File: config.mk
export PLATFORM = sky130hd
export DESIGN_NAME = cssh_queue
export DESIGN_NICKNAME = d
export VERILOG_FILES = /design/src/hdl/cssh_pkg.sv /design/src/hdl/cssh_queue.sv
export SDC_FILE = /design/constraint.sdc
export NUM_CORES = 1
export LEC_CHECK = 0
export BUFFER_PORTS_ARGS = -buffer_cell sky130_fd_sc_hd__buf_4
export CAP_MARGIN = 20
export CORE_MARGIN = 10
export CORE_UTILIZATION = 52
export CTS_CLUSTER_SIZE = 25
export DETAILED_ROUTE_END_ITERATION = 8
export PLACE_DENSITY = 0.82
export SLEW_MARGIN = 5
export SYNTH_ARGS = -nofsm -noshare
export SYNTH_HDL_FRONTEND = slang
export SYNTH_SLANG_ARGS = --single-unit
File: constraint.sdc
create_clock -name clk_i -period 4.34 [get_ports clk_i]
set_input_delay 0.651 -clock clk_i [delete_from_list [all_inputs] [get_ports clk_i]]
set_output_delay 0.651 -clock clk_i [all_outputs]
set_load 0.02 [all_outputs]
File: src/hdl/cssh_pkg.sv
// shared types, constants and helpers of the call-site sample histogram
// no dependencies; every other file of the block but cssh_ram imports this package
package cssh_pkg;

  localparam int unsigned SYMBOLS_DEF = 4096;
  localparam int unsigned BINS_DEF    = 256;
  localparam int unsigned TOP_N_DEF   = 30;
  localparam int unsigned QUEUE_DEF   = 2;

  localparam int unsigned IDX_W  = 12;
  localparam int unsigned CNTR_W = 13;

  localparam logic [31:0] GAP_LIMIT  = 32'h0001_0000;
  localparam logic [31:0] SITE_WRITE = 32'hCC00_8000;
  localparam logic [31:0] SITE_BURST = 32'hCC00_8001;
  localparam logic [31:0] SAT_MAX    = 32'hFFFF_FFFF;

  typedef enum logic [1:0] {
    ACT_LOAD   = 2'd0,
    ACT_SAMPLE = 2'd1,
    ACT_REPORT = 2'd2
  } action_e;

  typedef enum logic [1:0] {
    CLASS_FOUND = 2'd0,
    CLASS_NONE  = 2'd1,
    CLASS_WRITE = 2'd2,
    CLASS_BURST = 2'd3
  } class_e;

  typedef enum logic [2:0] {
    CMD_LOAD   = 3'd0,
    CMD_ZERO   = 3'd1,
    CMD_KEY    = 3'd2,
    CMD_SEARCH = 3'd3,
    CMD_REPORT = 3'd4
  } cmd_e;

  typedef struct packed {
    logic [1:0]       action;
    logic [IDX_W-1:0] entry_index;
    logic [31:0]      entry_address;
    logic [31:0]      return_address;
    logic [7:0]       host_phase;
    logic [31:0]      native_site;
  } in_item_t;

  typedef struct packed {
    logic             entry_valid;
    logic [7:0]       bin_phase;
    logic             is_native;
    logic [1:0]       site_class;
    logic [IDX_W-1:0] symbol_index;
    logic [31:0]      bin_count;
    logic [31:0]      total_samples;
    logic [31:0]      zero_samples;
    logic [31:0]      dropped_samples;
    logic             last;
  } out_item_t;

  // bin key: phase, native flag, class, symbol slot
  typedef struct packed {
    logic [7:0]       phase;
    logic             native;
    class_e           cls;
    logic [IDX_W-1:0] idx;
  } key_t;

  // command handed from the front to the back
  typedef struct packed {
    cmd_e             op;
    logic             native;
    class_e           cls;
    logic [7:0]       phase;
    logic [31:0]      addr;
    logic [IDX_W-1:0] idx;
  } cmd_t;

  function automatic logic [31:0] sat_inc(input logic [31:0] v);
    sat_inc = (v == SAT_MAX) ? v : v + 32'd1;
  endfunction

endpackage

File: src/hdl/cssh_queue.sv
// short command queue between front and back
// depends on cssh_pkg for the command type
module cssh_queue import cssh_pkg::*; #(
  parameter int unsigned DEPTH = QUEUE_DEF,
  localparam int unsigned PW   = (DEPTH > 1) ? $clog2(DEPTH) : 1,
  localparam int unsigned CW   = $clog2(DEPTH + 1)
) (
  input  logic clk_i,
  input  logic rst_ni,
  input  logic push_valid_i,
  output logic push_ready_o,
  input  cmd_t push_data_i,
  output logic pop_valid_o,
  input  logic pop_ready_i,
  output cmd_t pop_data_o
);

  cmd_t          slot_q [DEPTH];
  logic [PW-1:0] wptr_q, rptr_q;
  logic [CW-1:0] fill_q;
  logic          push, pop;

  assign push_ready_o = (fill_q != CW'(DEPTH));
  assign pop_valid_o  = (fill_q != '0);
  assign pop_data_o   = slot_q[rptr_q];
  assign push         = push_valid_i & push_ready_o;
  assign pop          = pop_valid_o & pop_ready_i;

  always_ff @(posedge clk_i) begin
    if (push) begin
      slot_q[wptr_q] <= push_data_i;
    end
  end

  always_ff @(posedge clk_i or negedge rst_ni) begin
    if (!rst_ni) begin
      wptr_q <= '0;
      rptr_q <= '0;
      fill_q <= '0;
    end else begin
      if (push) begin
        wptr_q <= (32'(wptr_q) == DEPTH - 1) ? '0 : wptr_q + PW'(1);
      end
      if (pop) begin
        rptr_q <= (32'(rptr_q) == DEPTH - 1) ? '0 : rptr_q + PW'(1);
      end
      fill_q <= fill_q + CW'(push) - CW'(pop);
    end
  end

endmodule

==> metrics.md <==
| Metric | Value |
|---|---|
| MaxCap Viol Count | 0 |
| Mux contribution to synthesized area | 15.5% |
| Layout area overhead | 36.2% |
| YS warnings | 0 |
| Clk_lat worst skew | 510 ps |
| DRT Pass-1 Iters | 4 |
| Antenna viol nets, final | 0 |
| CP Capture Type | primary output |
| Cts bufs inserted | 17 |
| Complex-gate fraction of the synthesized area | 0.703% |
| Detailed placer's ending HPWL | 5880 um |
| Relative slew slack | 32.1% |
| Slew Limit Fails | 0 |
| CTS resizes | 0 |
| HP Class | in2reg |
| Min cycle time layout | 3090 ps |
| Layout cell share with drive strength beyond 1 | between 60% and 70% |
| CTS tree | done |
| Drt initial violations | 58 |
| DR vias/cell | 5.01 |
| R2r setup slk | 2210 ps |
| Effective utilization at floorplan | a little over half |
| Status | completed |
| H-tree Lvls | 4 |
| Distinct cell type count after synthesis | 20 |
| R2R Path End | slot_q[0][33] |
| I/O Pins | 122 |
| Core area | 8260 sq um |
| Fin crit share | 71.2% |
| Fmax achieved | around 0.32 GHz |
| Height of the die | 113 um |
| Total grt overflow | 0 |
| Startpoint Class | flip-flop |
| RD Place Congestion | 0.693 |
| Nets | 404 |
| Root buf cell | clkbuf_8 |
| Req. time, crit path | 3690 ps |
| Post-synthesis cell count | 203 |
| Final Hold Viols | 0 |
| Maximum VDD drop | 481 uV |
| Hold_sp | push_data_i[42] |
| Final instance area | 6060 sq um |
| Routed len/inst | 18.4 um |
| Worst Hold Path EP | slot_q[0][42] |
| Worst-Margin Slew | 1020 ps |
| Reg2Reg Launch Point | fill_q[0] |
| Adder-cell share of the synthesized area | less than 1% |
| Setup TNS | 0 ps |
| XOR/XNOR share of the synthesized area | 0.590% |
| PwrDens | 735 nW/um^2 |
| Netlist Area Pre-Place | between 4000 and 5000 sq um |
| FF-to-FF path depth | 4 |
| Worst clock skew | approximately 9.3 ps |
| Arrival time at the worst endpoint | 2440 ps |
| Post-CTS setup buffer count | 0 |
| Die ar. | between 10,000 and 15,000 sq um |
| Crit path kind | reg2out |
| Post-synthesis simple-gate area fraction | 1.10% |
| Placed Area | 5470 sq um |
| First-pass GRT wire length | ~13,000 um |
| Synth Area per Inst | 21.9 sq um |
| Post-place setup slack | 1750 ps |
| Tot GR Track Use | between 10 and 15% |
| Initial antenna violation count | 1 |
| Syn nets | 266 |
| Final worst slack | between 1000 and 1500 ps |
| Register area share after synthesis | 80.5% |
| Longest Clk Path Bufs | 2 |
| Largest net degree at the start of global routing | 44 |
| CTS Sinks | 120 |
| Fin Hold WS | 327 ps |
| DR vias | 2,300 |
| Vias in the first global route | approximately 2,600 |
| I/O Buffers | 121 |
| Main combinational cell family by area after synthesis | multiplexers |
| Row count | 33 |
| RSZ-0062 raised after global routing | no |
| Ant. Diodes | 0 |
| Pwr Total | between 4 and 5 mW |
| Leak | between 2 and 2.5 nW |
| Clk slew on worst S/H paths | 60 ps |
| # setup viols final | 0 |
| Remaining DRCs | 0 |
| Total wire length | about 8500 um |
| Hold path cells | 1 |
| Die Wd | 113 um |
| Crit Path Max Fanout | 35 |
| Register bit count reported by yosys | 120 |
[per-layer routing]
layer | track usage (%) | wire length [um] | vias up
li1 | - | - | 1087
met1 | 14.2 | 3170 | 1095
met2 | 22.4 | 4300 | 100
met3 | 7.08 | 806 | 16
met4 | 7.28 | 179 | 2
met5 | 0 | 13 | -
[cells in the mapped netlist, drive strengths merged]
cell type / n / area (sq um)
a211oi: 1 / 7.51
a21bo: 1 / 10.0
a32oi: 1 / 8.76
and3: 1 / 6.26
buf: 7 / 57.6
dfrtp: 4 / 100
edfxtp: 116 / 3480
ha: 1 / 12.5
mux2: 58 / 691
nand2: 2 / 7.51
nand2b: 1 / 6.26
nand3: 1 / 5.00
nor2: 3 / 11.3
nor2b: 1 / 6.26
o21ai: 1 / 5.00
or2: 1 / 6.26
xnor2: 3 / 26.3
[how the worst max path moves through the flow]
stage          cells past startpoint              to       from
2_1_floorplan                      3    slot_q[0][0]  fill_q[0]
3_3_place_gp                       3  pop_data_o[26]     rptr_q
3_5_place_dp                       3  pop_data_o[17]     rptr_q
4_1_cts                            3  pop_data_o[17]     rptr_q
5_1_grt                            3  pop_data_o[17]     rptr_q
6_report                           3  pop_data_o[17]     rptr_q
[cells in the final DEF, fill, tap and decap left out, drive strengths merged]
master / count
dfrtp: 4
nor2: 3
buf: 125
clkinv: 5
or2: 1
nand3: 1
dlygate4sd3: 1
clkbuf: 19
a211oi: 1
clkinvlp: 5
mux2: 58
xnor2: 3
a32oi: 1
nand2: 2
bufinv: 3
nor2b: 1
and3: 1
edfxtp: 116
ha: 1
a21bo: 1
nand2b: 1
o21ai: 1
[through the flow]
step | utilization, % | instances
after global placement | 66.3 | 426
after CTS | 73.4 | 459
after detailed placement | 66.3 | 426
after global routing | 73.4 | 459
after floorplan | - | 203
final | 73.4 | 459
[logic make-up (layout without fill, tap and decap cells)]
group	after synthesis	in the layout
AOI/OAI and AO/OA	4	4
xor gates and xnor gates	3	3
adders and majority gates	1	1
buffers and inverters	7	158
DFF	120	120
muxes	58	58
and+or+nand+nor	10	10
[critical path: stages, from the launching register on]
cell	delay (ps)
dfrtp_2	880
buf_4	480
mux2_2	390
buf_4	160
[state kept, by name (all words and copies together), names as in the netlist]
| name | cells |
|---|---|
| slot_q | 116 |
| rptr_q | 1 |
| fill_q | 2 |
| wptr_q | 1 |
[area by class of cell]
type,count,area [sq um]
Sequential cell,120,3580
Fill cell,525,2200
Timing Repair Buffer,126,948
Multi-Input combinational cell,76,818
Clock buffer,19,422
Clock inverter,13,155
Tap cell,105,131
[power breakdown]
group          switching (mW)  total, mW  internal [mW]
Combinational           0.734       1.40          0.669
Sequential              0.133       1.72           1.59
Clock                   0.460       1.33          0.867
[repair_timing]
action                                 CTS  global route
hold buffers                             1             0
endpoints found under the hold margin    4             0
setup endpoints to repair                0             0
(Power assumes the default switching activity.)
