[src/hdl/cssh_pkg.sv]
// shared types, constants and helpers of the call-site sample histogram
// no dependencies; every other file of the block but cssh_ram imports this package
package cssh_pkg;

  localparam int unsigned SYMBOLS_DEF = 4096;
  localparam int unsigned BINS_DEF    = 256;
  localparam int unsigned TOP_N_DEF   = 30;
  localparam int unsigned QUEUE_DEF   = 2;

  localparam int unsigned IDX_W  = 12;
  localparam int unsigned CNTR_W = 13;

  localparam logic [31:0] GAP_LIMIT  = 32'h0001_0000;
  localparam logic [31:0] SITE_WRITE = 32'hCC00_8000;
  localparam logic [31:0] SITE_BURST = 32'hCC00_8001;
  localparam logic [31:0] SAT_MAX    = 32'hFFFF_FFFF;

  typedef enum logic [1:0] {
    ACT_LOAD   = 2'd0,
    ACT_SAMPLE = 2'd1,
    ACT_REPORT = 2'd2
  } action_e;

  typedef enum logic [1:0] {
    CLASS_FOUND = 2'd0,
    CLASS_NONE  = 2'd1,
    CLASS_WRITE = 2'd2,
    CLASS_BURST = 2'd3
  } class_e;

  typedef enum logic [2:0] {
    CMD_LOAD   = 3'd0,
    CMD_ZERO   = 3'd1,
    CMD_KEY    = 3'd2,
    CMD_SEARCH = 3'd3,
    CMD_REPORT = 3'd4
  } cmd_e;

  typedef struct packed {
    logic [1:0]       action;
    logic [IDX_W-1:0] entry_index;
    logic [31:0]      entry_address;
    logic [31:0]      return_address;
    logic [7:0]       host_phase;
    logic [31:0]      native_site;
  } in_item_t;

  typedef struct packed {
    logic             entry_valid;
    logic [7:0]       bin_phase;
    logic             is_native;
    logic [1:0]       site_class;
    logic [IDX_W-1:0] symbol_index;
    logic [31:0]      bin_count;
    logic [31:0]      total_samples;
    logic [31:0]      zero_samples;
    logic [31:0]      dropped_samples;
    logic             last;
  } out_item_t;

  // bin key: phase, native flag, class, symbol slot
  typedef struct packed {
    logic [7:0]       phase;
    logic             native;
    class_e           cls;
    logic [IDX_W-1:0] idx;
  } key_t;

  // command handed from the front to the back
  typedef struct packed {
    cmd_e             op;
    logic             native;
    class_e           cls;
    logic [7:0]       phase;
    logic [31:0]      addr;
    logic [IDX_W-1:0] idx;
  } cmd_t;

  function automatic logic [31:0] sat_inc(input logic [31:0] v);
    sat_inc = (v == SAT_MAX) ? v : v + 32'd1;
  endfunction

endpackage

[src/hdl/cssh_if.sv]
// valid/ready channel interfaces of the call-site sample histogram
// depends on cssh_pkg for the beat payload types
interface cssh_in_if import cssh_pkg::*; ();
  logic     valid;
  logic     ready;
  in_item_t data;
  modport source(output valid, output data, input ready);
  modport sink(input valid, input data, output ready);
endinterface


[src/hdl/cssh_front.sv]
// front end: accepts input beats and classifies them into back-end commands
// depends on cssh_pkg and cssh_if
module cssh_front import cssh_pkg::*; #(
  parameter int unsigned SYMBOLS = SYMBOLS_DEF
) (
  cssh_in_if.sink in_i,
  output logic    push_valid_o,
  input  logic    push_ready_i,
  output cmd_t    push_data_o
);

  logic keep;
  cmd_t cmd;

  always_comb begin
    keep        = 1'b0;
    cmd.op      = CMD_LOAD;
    cmd.native  = 1'b0;
    cmd.cls     = CLASS_NONE;
    cmd.phase   = in_i.data.host_phase;
    cmd.addr    = in_i.data.entry_address;
    cmd.idx     = in_i.data.entry_index;
    case (action_e'(in_i.data.action))
      ACT_LOAD: begin
        // loads beyond the table are dropped here
        keep = (32'(in_i.data.entry_index) < 32'(SYMBOLS));
      end
      ACT_SAMPLE: begin
        keep = 1'b1;
        if (in_i.data.return_address == 32'd0) begin
          cmd.op = CMD_ZERO;
        end else if (in_i.data.native_site == SITE_WRITE) begin
          cmd.op     = CMD_KEY;
          cmd.native = 1'b1;
          cmd.cls    = CLASS_WRITE;
        end else if (in_i.data.native_site == SITE_BURST) begin
          cmd.op     = CMD_KEY;
          cmd.native = 1'b1;
          cmd.cls    = CLASS_BURST;
        end else if (in_i.data.native_site != 32'd0) begin
          cmd.op     = CMD_SEARCH;
          cmd.native = 1'b1;
          cmd.addr   = in_i.data.native_site;
        end else begin
          cmd.op   = CMD_SEARCH;
          cmd.addr = in_i.data.return_address;
        end
      end
      ACT_REPORT: begin
        keep   = 1'b1;
        cmd.op = CMD_REPORT;
      end
      default: begin
        keep = 1'b0;
      end
    endcase
  end

  assign in_i.ready   = push_ready_i;
  assign push_valid_o = in_i.valid & keep;
  assign push_data_o  = cmd;

endmodule

[src/flat_wrapper.sv]
// flat-port wrapper written by rule: the top's interface ports become plain ports
module cssh_front_flat import cssh_pkg::*;
#(
  parameter int unsigned SYMBOLS = SYMBOLS_DEF
)
  (push_valid_o, push_ready_i, push_data_o, in_i_valid, in_i_data, in_i_ready);
  cssh_in_if in_i_i ();
  output logic push_valid_o;
  input  logic push_ready_i;
  output cmd_t push_data_o;
  input wire logic [$bits(in_i_i.valid)-1:0] in_i_valid;
  input wire logic [$bits(in_i_i.data)-1:0] in_i_data;
  output wire logic [$bits(in_i_i.ready)-1:0] in_i_ready;
  assign in_i_i.valid = in_i_valid;
  assign in_i_i.data = in_i_data;
  assign in_i_ready = in_i_i.ready;
  cssh_front #(.SYMBOLS(SYMBOLS)) u_core (.in_i(in_i_i), .push_valid_o(push_valid_o), .push_ready_i(push_ready_i), .push_data_o(push_data_o));
endmodule
[config.mk]
export PLATFORM = sky130hd
export DESIGN_NAME = cssh_front_flat
export DESIGN_NICKNAME = d
export VERILOG_FILES = /design/src/hdl/cssh_pkg.sv /design/src/hdl/cssh_if.sv /design/src/hdl/cssh_front.sv /design/src/flat_wrapper.sv
export SDC_FILE = /design/constraint.sdc
export NUM_CORES = 1
export LEC_CHECK = 0
export ABC_AREA = 1
export BUFFER_PORTS_ARGS = -buffer_cell sky130_fd_sc_hd__buf_4
export CORE_AREA = 2 2 70 72
export DETAILED_ROUTE_END_ITERATION = 6
export DIE_AREA = 0 0 72 74
export PLACE_DENSITY = 0.78
export SYNTH_ARGS = -nofsm -noshare
export SYNTH_HDL_FRONTEND = slang
export SYNTH_SLANG_ARGS = --single-unit
export TNS_END_PERCENT = 30
[constraint.sdc]
create_clock -name vclk -period 2.2
set_input_delay 0.22 -clock vclk [all_inputs]
set_output_delay 0.22 -clock vclk [all_outputs]
set_load 0.1 [all_outputs]
==> impl_summary.txt <==
----------------------------------------------------
[Global routing]
  Total overflow reported by the global router ... 0
  Overall global routing resource usage ... 0.168
  Number of global-route vias before repair ... 1,800
  Number of antenna violations at the first check in global routing ... 0
  Maximum number of pins on one net before global-route repair ... 33
  Global-route wire length before repair ... 7490 µm

[STA]
  Ratio of final minimum period to clock period ... 0.930
  Worst Max-Slew Pin Slew ... 399 ps
  Worst hold slack ... 440 ps
  Headroom to the max-slew limit ... 0.733
  Post-route minimum period ... 2050 ps
  Final number of max-transition violations ... 0
  Maximum achievable frequency ... 489 MHz
  Final Hold Fails ... 0
  Count of final setup violators ... 0
  Worst setup slack after layout ... 154 ps
  Total negative setup slack ... 0 ps
  RSZ-0062 raised after global routing ... no

[Die]
  Die boundary height ... 74 µm
  FP Rows ... 25
  Starting utilization of the core area ... 0.304
  Core region area ... 4600 µm²
  Number of top-level pins ... 180
  Area of the die ... 5330 µm²
  Die width ... 72 µm

[Yosys]
  Synthesized net count ... 435
  Count of warnings emitted by yosys ... 0
  Largest area contributor in the netlist ... sky130_fd_sc_hd__nand2_1
  Cell count after synthesis ... 312
  Average cell area after synthesis ... 4.48 µm²
  Netlist Area Pre-Place ... 1400 µm²
  Synth area leaders ... sky130_fd_sc_hd__nand2_1 (48%), sky130_fd_sc_hd__buf_4 (13%), sky130_fd_sc_hd__nor2_1 (11%), sky130_fd_sc_hd__inv_1 (10%), sky130_fd_sc_hd__buf_6 (4.8%)
  Synth top area share ... 0.483
  Seq/Total Area, Yosys ... 0
  Top-count cell post-synth ... sky130_fd_sc_hd__nand2_1
  Count of distinct cell types in the synthesized netlist ... 15
  Commonest cells in the netlist ... sky130_fd_sc_hd__nand2_1 (180), sky130_fd_sc_hd__nor2_1 (42), sky130_fd_sc_hd__inv_1 (38), sky130_fd_sc_hd__buf_4 (24), sky130_fd_sc_hd__buf_6 (6)

[Status]
  Result of the run ... complete, no violations

[Finish]
  Total number of nets in the final design ... 550
  Area overhead of the layout relative to synthesis ... 65.4%
  FF+latch area ... 0 µm²
  Count of clock-net buffers in the final layout ... 0
  Final instance area ... 2310 µm²
  Diode count ... 0
  Layout cells sized above 1 ... 0.372
  Number of sequential cells ... 0

[Detailed routing]
  Routed via count ... 2,059
  1st-pass router iterations ... 4
  Total wire length ... 5090 µm
  Post-detailed-route wirelength per cell ... 10.6 µm
  Number of remaining DRC errors ... 0
  Number of DRC markers in iteration 0 ... 74
  Via density per instance ... 4.30
  Remaining antenna violation count after routing ... 0

[Setup path]
  Category of the worst setup path capture point ... output port
  Largest fanout of any net on the critical path ... 27
  Crit-path most repeated cell ... sky130_fd_sc_hd__nand2_1
  Worst setup SP type ... input port
  Slowest cell on crit path ... sky130_fd_sc_hd__buf_4
  Data arrival time of the worst path ... 1830 ps
  Critical path class ... in2out
  Data required time at the worst endpoint ... 1980 ps
  CP peak stage delay ... 280 ps
  Crit-path cells ... buf_4, inv_1, buf_4, nand3_1, nor2_1, nand2_1, nor2_4, buf_12, nand2_1, nand2_1, nand2_1, nand2_1, buf_4

[Power and ir drop]
  Switching power summed over all nets ... 534 µW
  Internal power ... 228 µW
  Clock network fraction of design power ... 0
  Relative contribution of combinational cells to total power ... 1.000
  Proportion of power drawn by flip-flops and latches ... 0
  Leakage power ... 0.00145 µW
  Switching portion of total power ... 0.701
  Power per Cell Area ... 330 nW/µm²
  VDD IR max ... 216 µV

[Placed design]
  Worst setup slack before clock tree synthesis ... 74.2 ps
  Area post-placement ... 2300 µm²
  Number of I/O port buffers ... 138
  Detailed Place HPWL ... 4330 µm
  RePlAce Congestion ... 0.794

[Run]
  Max-cap viol count ... 0

[Hold path]
  Hold/Removal Path Class ... in2out

----------------------------------------------------
[critical path, delay by kind of cell]
kind,cells,cell delay [ps]
simple gates,8,810
buf+inv,5,780
[what timing repair did]
action                                  CTS  global route
endpoints found under the setup margin    0            11
gates resized for setup                   0             1
hold buffers                              0             0
setup buffers                             0             0
[power by group through the flow]
stage | Combinational (µW) | Sequential [µW] | Clock (µW)
2_1_floorplan | 694 | 0 | 0
3_3_place_gp | 757 | 0 | 0
3_5_place_dp | 762 | 0 | 0
4_1_cts | 763 | 0 | 0
5_1_grt | 804 | 0 | 0
6_report | 762 | 0 | 0
[worst paths after layout]
kind                          start               to  slack [ps]  cells after the start
worst max-delay path  in_i_data[15]  push_data_o[33]         150                     13
worst min-delay path  in_i_data[35]  push_data_o[47]         440                      0
[layer usage]
| layer | GRT usage | wire (µm) |
|---|---|---|
| met1 | 0.195 | 1940 |
| met2 | 0.342 | 2650 |
| met3 | 0.0176 | 449 |
| met4 | 0.0147 | 47 |
| met5 | 0 | 0 |
[cell type report]
cell class | count | area, µm²
repair buffers | 142 | 1080
multi-input cells | 242 | 1010
well taps | 54 | 67.6
fillers | 516 | 2290
inverters | 41 | 154
[stage by stage]
| stage | utilization | power [µW] | std cells |
|---|---|---|---|
| after floorplan | - | 694 | 312 |
| after global placement | 0.500 | 757 | 478 |
| after detailed placement | 0.500 | 762 | 478 |
| after CTS | 0.500 | 763 | 478 |
| after global routing | 0.503 | 804 | 479 |
| final | 0.503 | 762 | 479 |
[cell usage in the layout, fill, tap and decap left out]
master	n
sky130_fd_sc_hd__nand3_1	3
sky130_fd_sc_hd__nand3_2	2
sky130_fd_sc_hd__buf_12	1
sky130_fd_sc_hd__nor2_4	5
sky130_fd_sc_hd__ha_1	3
sky130_fd_sc_hd__nand2_2	2
sky130_fd_sc_hd__o21ai_2	1
sky130_fd_sc_hd__nand4_1	1
sky130_fd_sc_hd__nor2_2	2
sky130_fd_sc_hd__nor3_2	1
sky130_fd_sc_hd__inv_2	3
sky130_fd_sc_hd__inv_1	38
sky130_fd_sc_hd__nand2_1	180
sky130_fd_sc_hd__nor2_1	42
sky130_fd_sc_hd__buf_4	141
[cells by family after synthesis]
kind of cell | synth area share
buffers and inverters | 0.287
adders and majority gates | 0.0269
AOI/OAI and AO/OA | 0.00627
and+or+nand+nor | 0.679
No activity file was read; power rests on OpenSTA's default activity.
